**src/rtl/core/pfb_pkg.sv**
```systemverilog
// Package with the item types and function codes of the ping-pong frame buffer control.
`default_nettype none
package pfb_pkg;

  localparam int unsigned LenW = 16;

  typedef enum logic [2:0] {
    FUNC_ACQUIRE  = 3'd0,
    FUNC_COMPLETE = 3'd1,
    FUNC_ERROR    = 3'd2,
    FUNC_STATE    = 3'd3,
    FUNC_DATA     = 3'd4,
    FUNC_RELEASE  = 3'd5
  } func_e_t;

  typedef enum logic [1:0] {
    FSTATE_IDLE     = 2'd0,
    FSTATE_COMPLETE = 2'd1,
    FSTATE_ERROR    = 2'd2
  } fstate_e_t;

  typedef struct packed {
    logic [2:0]      func;
    logic [LenW-1:0] rcv_bytes;
  } in_item_t;

  typedef struct packed {
    logic            granted;
    logic            buffer_index;
    logic [1:0]      frame_state;
    logic [LenW-1:0] frame_bytes;
  } out_item_t;

  typedef struct packed {
    logic load;
    logic drain;
  } in_ctrl_t;

endpackage
`default_nettype wire

```
**src/rtl/core/pfb_in_reg.sv**
```systemverilog
// Input register that holds one accepted item until the slot logic takes it.
`default_nettype none
module pfb_in_reg (
  input  wire               clk,
  input  wire               rst_n,
  input  pfb_pkg::in_ctrl_t ctrl,
  input  pfb_pkg::in_item_t item_in,
  output logic              valid,
  output pfb_pkg::in_item_t item_out
);
  import pfb_pkg::*;

  logic     valid_r;
  logic     valid_nxt;
  in_item_t item_r;

  always_comb begin
    priority if (ctrl.load) begin
      valid_nxt = 1'b1;
    end else if (ctrl.drain) begin
      valid_nxt = 1'b0;
    end else begin
      valid_nxt = valid_r;
    end
  end

  always_ff @(posedge clk) begin
    if (!rst_n) begin
      valid_r <= 1'b0;
    end else begin
      valid_r <= valid_nxt;
    end
  end

  always_ff @(posedge clk) begin
    if (ctrl.load) begin
      item_r <= item_in;
    end
  end

  assign valid    = valid_r;
  assign item_out = item_r;

endmodule
`default_nettype wire

```
**src/rtl/core/pfb_slot_ctrl.sv**
```systemverilog
// Slot state registers and the combinational logic that executes one function item.
`default_nettype none
module pfb_slot_ctrl #(
  parameter int unsigned BUFFER_BYTES = 16384
) (
  input  wire                clk,
  input  wire                rst_n,
  input  wire                step,
  input  pfb_pkg::in_item_t  item,
  output pfb_pkg::out_item_t res
);
  import pfb_pkg::*;

  localparam logic [LenW-1:0] MaxLen = LenW'(BUFFER_BYTES);

  logic            receive_slot_r, receive_slot_nxt;
  logic            process_slot_r, process_slot_nxt;
  logic [1:0]      complete_r, complete_nxt;
  logic [1:0]      error_r, error_nxt;
  logic [LenW-1:0] length_r [2];
  logic [LenW-1:0] length_nxt [2];
  logic            rx;
  logic            other;
  logic            rx_busy;
  logic            other_busy;

  assign rx         = receive_slot_r;
  assign other      = ~receive_slot_r;
  assign rx_busy    = complete_r[rx] | error_r[rx];
  assign other_busy = complete_r[other] | error_r[other];

  always_comb begin
    receive_slot_nxt = receive_slot_r;
    process_slot_nxt = process_slot_r;
    complete_nxt     = complete_r;
    error_nxt        = error_r;
    length_nxt       = length_r;
    res              = '0;
    unique case (item.func)
      FUNC_ACQUIRE: begin
        if (!rx_busy) begin
          length_nxt[rx]   = '0;
          res.granted      = 1'b1;
          res.buffer_index = rx;
        end else if (!other_busy) begin
          receive_slot_nxt  = other;
          length_nxt[other] = '0;
          res.granted       = 1'b1;
          res.buffer_index  = other;
        end else begin
          res.buffer_index = rx;
        end
      end
      FUNC_COMPLETE: begin
        if (item.rcv_bytes > MaxLen) begin
          error_nxt[rx] = 1'b1;
        end else begin
          length_nxt[rx]   = item.rcv_bytes;
          complete_nxt[rx] = 1'b1;
        end
      end
      FUNC_ERROR: begin
        error_nxt[rx] = 1'b1;
      end
      FUNC_STATE: begin
        priority if (error_r[other]) begin
          process_slot_nxt = other;
          res.frame_state  = FSTATE_ERROR;
        end else if (error_r[rx]) begin
          process_slot_nxt = rx;
          res.frame_state  = FSTATE_ERROR;
        end else if (complete_r[other]) begin
          process_slot_nxt = other;
          res.frame_state  = FSTATE_COMPLETE;
        end else if (complete_r[rx]) begin
          process_slot_nxt = rx;
          res.frame_state  = FSTATE_COMPLETE;
        end else begin
          res.frame_state = FSTATE_IDLE;
        end
        res.buffer_index = process_slot_nxt;
      end
      FUNC_DATA: begin
        res.buffer_index = process_slot_r;
        res.frame_bytes  = length_r[process_slot_r];
      end
      FUNC_RELEASE: begin
        length_nxt[process_slot_r]   = '0;
        complete_nxt[process_slot_r] = 1'b0;
        error_nxt[process_slot_r]    = 1'b0;
      end
      default: begin
      end
    endcase
  end

  always_ff @(posedge clk) begin
    if (!rst_n) begin
      receive_slot_r <= 1'b0;
      process_slot_r <= 1'b0;
      complete_r     <= '0;
      error_r        <= '0;
      length_r[0]    <= '0;
      length_r[1]    <= '0;
    end else if (step) begin
      receive_slot_r <= receive_slot_nxt;
      process_slot_r <= process_slot_nxt;
      complete_r     <= complete_nxt;
      error_r        <= error_nxt;
      length_r[0]    <= length_nxt[0];
      length_r[1]    <= length_nxt[1];
    end
  end

  // A granted acquire leaves the receiving slot free and empty.
  a_grant_free: assert property (@(posedge clk) disable iff (!rst_n)
    (step && res.granted) |=> (length_r[receive_slot_r] == '0 &&
                               !complete_r[receive_slot_r] && !error_r[receive_slot_r]))
    else $error("granted slot is not free");

  // A release frees the processing slot.
  a_release_clears: assert property (@(posedge clk) disable iff (!rst_n)
    (step && item.func == FUNC_RELEASE) |=>
      (!complete_r[process_slot_r] && !error_r[process_slot_r]))
    else $error("released slot still marked");

  // No stored length ever exceeds the buffer size.
  a_length_bound: assert property (@(posedge clk) disable iff (!rst_n)
    (length_r[0] <= MaxLen && length_r[1] <= MaxLen))
    else $error("stored length above buffer size");

endmodule
`default_nettype wire

```
**src/rtl/core/ping_pong_frame_buffer_control_core.sv**
```systemverilog
// Top level of the ping-pong frame buffer control: handshakes and result register.
// An accepted item goes from the input register through the slot logic into the result register.
// Throughput: one item per cycle unless the result channel stalls; the slot logic is combinational.
// Stalls on the result channel back up through the input register to in_stall.
// Synchronous active-low reset clears all slot marks, lengths and slot pointers.
`default_nettype none
module ping_pong_frame_buffer_control_core #(
  parameter int unsigned BUFFER_BYTES = 16384
) (
  input  wire                clk,
  input  wire                rst_n,
  input  wire                in_valid,
  output logic               in_stall,
  input  pfb_pkg::in_item_t  in_item,
  output logic               out_valid,
  input  wire                out_stall,
  output pfb_pkg::out_item_t out_item
);
  import pfb_pkg::*;

  in_ctrl_t  in_ctrl;
  logic      s1_valid;
  in_item_t  s1_item;
  logic      advance;
  logic      step;
  out_item_t res;
  logic      out_valid_r, out_valid_nxt;
  out_item_t out_item_r;

  assign advance       = !out_valid_r || !out_stall;
  assign step          = s1_valid && advance;
  assign in_stall      = s1_valid && !advance;
  assign in_ctrl.load  = in_valid && !in_stall;
  assign in_ctrl.drain = step;

  pfb_in_reg u_in_reg (
    .clk      (clk),
    .rst_n    (rst_n),
    .ctrl     (in_ctrl),
    .item_in  (in_item),
    .valid    (s1_valid),
    .item_out (s1_item)
  );

  pfb_slot_ctrl #(
    .BUFFER_BYTES (BUFFER_BYTES)
  ) u_slot_ctrl (
    .clk   (clk),
    .rst_n (rst_n),
    .step  (step),
    .item  (s1_item),
    .res   (res)
  );

  always_comb begin
    priority if (advance) begin
      out_valid_nxt = s1_valid;
    end else begin
      out_valid_nxt = out_valid_r;
    end
  end

  always_ff @(posedge clk) begin
    if (!rst_n) begin
      out_valid_r <= 1'b0;
    end else begin
      out_valid_r <= out_valid_nxt;
    end
  end

  always_ff @(posedge clk) begin
    if (step) begin
      out_item_r <= res;
    end
  end

  assign out_valid = out_valid_r;
  assign out_item  = out_item_r;

endmodule
`default_nettype wire

```
**config.mk**
```make
export PLATFORM = sky130hd
export DESIGN_NAME = ping_pong_frame_buffer_control_core
export DESIGN_NICKNAME = d
export VERILOG_FILES = /design/src/rtl/core/pfb_pkg.sv /design/src/rtl/core/pfb_in_reg.sv /design/src/rtl/core/pfb_slot_ctrl.sv /design/src/rtl/core/ping_pong_frame_buffer_control_core.sv
export SDC_FILE = /design/constraint.sdc
export NUM_CORES = 1
export LEC_CHECK = 0
export ABC_AREA = 1
export BUFFER_PORTS_ARGS = -buffer_cell sky130_fd_sc_hd__buf_2
export CAP_MARGIN = 10
export CORE_ASPECT_RATIO = 0.75
export CORE_MARGIN = 8
export CORE_UTILIZATION = 40
export DETAILED_ROUTE_END_ITERATION = 6
export PLACE_DENSITY_LB_ADDON = 0.05
export REMOVE_ABC_BUFFERS = 1
export SLEW_MARGIN = 20
export SYNTH_ARGS = -nofsm -noshare
export SYNTH_HDL_FRONTEND = slang
export SYNTH_SLANG_ARGS = --single-unit
```
**constraint.sdc**
```tcl
create_clock -name clk -period 2.7 [get_ports clk]
set_input_delay 0.54 -clock clk [delete_from_list [all_inputs] [get_ports clk]]
set_output_delay 0.54 -clock clk [all_outputs]
set_load 0.01 [all_outputs]
```
==> flow_metrics.env <==
export IMPL_synth_main_ff_cell="dfxtp_1"
export IMPL_cts_post_setup_buffers_inserted=0
export IMPL_timing_slew_headroom=0.376
export IMPL_antenna_found_initial=0
export IMPL_die_y_um=100
export IMPL_syn_cell_area_mm2=0.00378
export IMPL_setup_total_negative_slack_ps=0
export IMPL_layout_nets=477
export IMPL_finalWeightedCongestion=0.861
export IMPL_powerDensity_mw_per_mm2=604
export IMPL_place_hpwl_um=6330
export IMPL_finalCritPeriodShare=0.762
export IMPL_cts_tree="yes"
export IMPL_endpoint_kind="flip-flop"
export IMPL_synth_avg_cell_area_um2=9.14
export IMPL_ioPinCount=45
export IMPL_synth_edff_count=39
export IMPL_drc=0
export IMPL_layout_area_overhead_vs_synth_pct=14.5
export IMPL_clock_sink_count=79
export IMPL_min_path_type="in -> reg"
export IMPL_number_of_diodes=0
export IMPL_drive_gt1_frac=0.251
export IMPL_critical_path_class="reg -> reg"
export IMPL_max_cap_violations=0
export IMPL_wl_per_cell_um=16.3
export IMPL_clock_insertion_delay_worst_skew_ps=340
export IMPL_synth_yosys_warnings=0
export IMPL_report_final_setup_viol=0
export IMPL_grt_setup_unrepaired="false"
export IMPL_post_synth_inst_count=413
export IMPL_crit_path_max_fanout=21
export IMPL_outcome="completed"
export IMPL_footprint_of_the_multi_input_gates_mm2=0.00156
export IMPL_floorplan_die_area_mm2=0.0128
export IMPL_synth_register_bits=79
export IMPL_clock_fmax_ghz=0.486
export IMPL_seqCellArea_mm2=0.00197
export IMPL_first_global_vias=2918
export IMPL_critical_path_arrival_ps=2320
export IMPL_grt_use_total=0.158
export IMPL_detail_route_wirelength_um=9570
export IMPL_async_flop_share=0
export IMPL_final_max_slew_violation_count=0
export IMPL_drt_pass1_iter_count=5
export IMPL_fin_skew_ps=4.12
export IMPL_numCtsBuffers=9
export IMPL_clk_path_buf_depth=2
export IMPL_mostFrequentLayoutCells="nand2_1 (121), buf_2 (44), dfxtp_1 (40)"
export IMPL_layout_commonest_cell="nand2_1"
export IMPL_hold_violations=0
export IMPL_cts_hold_fix_buffers=0
export IMPL_timing_final_crit_period_ps=2060
export IMPL_start_util=0.414
export IMPL_cts_root_buf="clkbuf_16"
export IMPL_io_buffer_count=44
export IMPL_detailed_place_area_mm2=0.00406
export IMPL_cts_clk_slew_worst_paths_ps=60
export IMPL_critical_path_startpoint_type="flip-flop"
export IMPL_postRouteAntennaNets=0
export IMPL_crit_required_ps=2960
export IMPL_synth_sequential_area_ratio=0.522
export IMPL_cts_resized=0
export IMPL_total_non_filler_cell_area_in_the_finished_layout_mm2=0.00433
export IMPL_total_leakage_power_nw=1.56
export IMPL_core_area_mm2=0.00912
export IMPL_worst_pin_slew_ps=933
export IMPL_placementRows=30
export IMPL_worst_ir_drop_vdd_uv=386
export IMPL_total_power_mw=2.61
export IMPL_routed_via_density=5.05
export IMPL_vias=2963
export IMPL_yosys_cell_types_count=33
export IMPL_fillers=883
export IMPL_grt_pass1_wl_um=15400
export IMPL_grt_overflow_total=0
export IMPL_count_of_routing_violations_after_the_opening_detailed_route_iteration=277
export IMPL_grt_start_max_net_pins=22
export IMPL_die_x_extent_um=128
export IMPL_cts_htree_levels=3
-- synthesized netlist by cell type, types with 2 or more instances --
cell type	count	area, um^2
buf_4	2	15.0
nand2_4	4	45.0
nand3_2	3	30.0
a21oi_2	21	184
buf_6	6	67.6
inv_1	15	56.3
nor2_4	3	33.8
o21ai_0	12	60.1
nand4_1	16	100
buf_2	2	10.0
nand4_4	2	42.5
clkinv_1	2	7.51
edfxtp_1	39	1170
nand3_4	2	35.0
nor2_8	2	40.0
inv_6	2	17.5
nand3_1	33	165
nand2_1	121	454
a21oi_1	34	170
dfxtp_1	40	801
nand2_2	7	43.8
buf_1	2	7.51
nor2_1	24	90.1
clkbuf_1	7	26.3
inv_2	4	15.0
-- final timing paths --
| kind | start | to | slack (ps) | depth (start not counted) |
|---|---|---|---|---|
| setup / recovery | u_in_reg.item_out[17] | u_slot_ctrl.length_r[6] | 640 | 7 |
| hold / removal | in_item[2] | u_in_reg.item_out[2] | 370 | 1 |
| setup reg to reg | u_in_reg.item_out[17] | u_slot_ctrl.length_r[6] | 640 | 7 |
| hold reg to reg | u_slot_ctrl.length_r[31] | u_slot_ctrl.length_r[31] | 440 | 2 |
-- cell families after synthesis --
family,after synthesis,synth area share
and+or+nand+nor,221,0.299
AOI/OAI and AO/OA,69,0.114
buffers and inverters,44,0.0646
DFF,79,0.522
-- registers in the layout (all words and copies together), names as in the netlist --
register	cells
out_item	20
u_slot_ctrl.error_r	2
u_in_reg.valid	1
out_valid	1
u_slot_ctrl.complete_r	2
u_slot_ctrl.length_r	32
u_slot_ctrl.process_slot_r	1
u_slot_ctrl.receive_slot_r	1
u_in_reg.item_out	19
-- cell type report --
cell class,count,share of cell area
repair buffers,50,0.0613
inverters,24,0.0237
clock inverters,1,0.00174
well taps,128,0.0370
multi-input cells,290,0.361
flip-flops and latches,79,0.456
clock buffers,15,0.0596
-- report_power, final --
| group | internal (mW) | total, mW | switching (mW) |
|---|---|---|---|
| clock network | 0.650 | 1.12 | 0.474 |
| registers | 1.29 | 1.32 | 0.0257 |
| logic | 0.0481 | 0.172 | 0.124 |
| total | 1.99 | 2.61 | 0.623 |
-- worst max-delay path, stage by stage (launching register included) --
cell and delay (ps):
edfxtp_1 460, inv_2 120, nand2_4 100, nor2_4 500, nand3_4 240, nand4_4 300, nand2_1 110, a21oi_2 140
-- stage by stage --
step,setup slack [ps],instances,hold WS (ps),util
final,642,587,372,0.474
after global routing,486,587,358,0.474
after CTS,636,587,362,0.474
after detailed placement,653,571,428,0.445
after global placement,693,571,426,0.445
after floorplan,792,393,419,-
-- routing by layer --
layer	track usage	wire (um)	up-vias
li1	-	-	1480
met4	0.0647	133	0
met5	0	0	-
met2	0.229	4030	88
met3	0.0461	518	12
met1	0.214	4880	1383
Power figures use the tool's default switching activity.
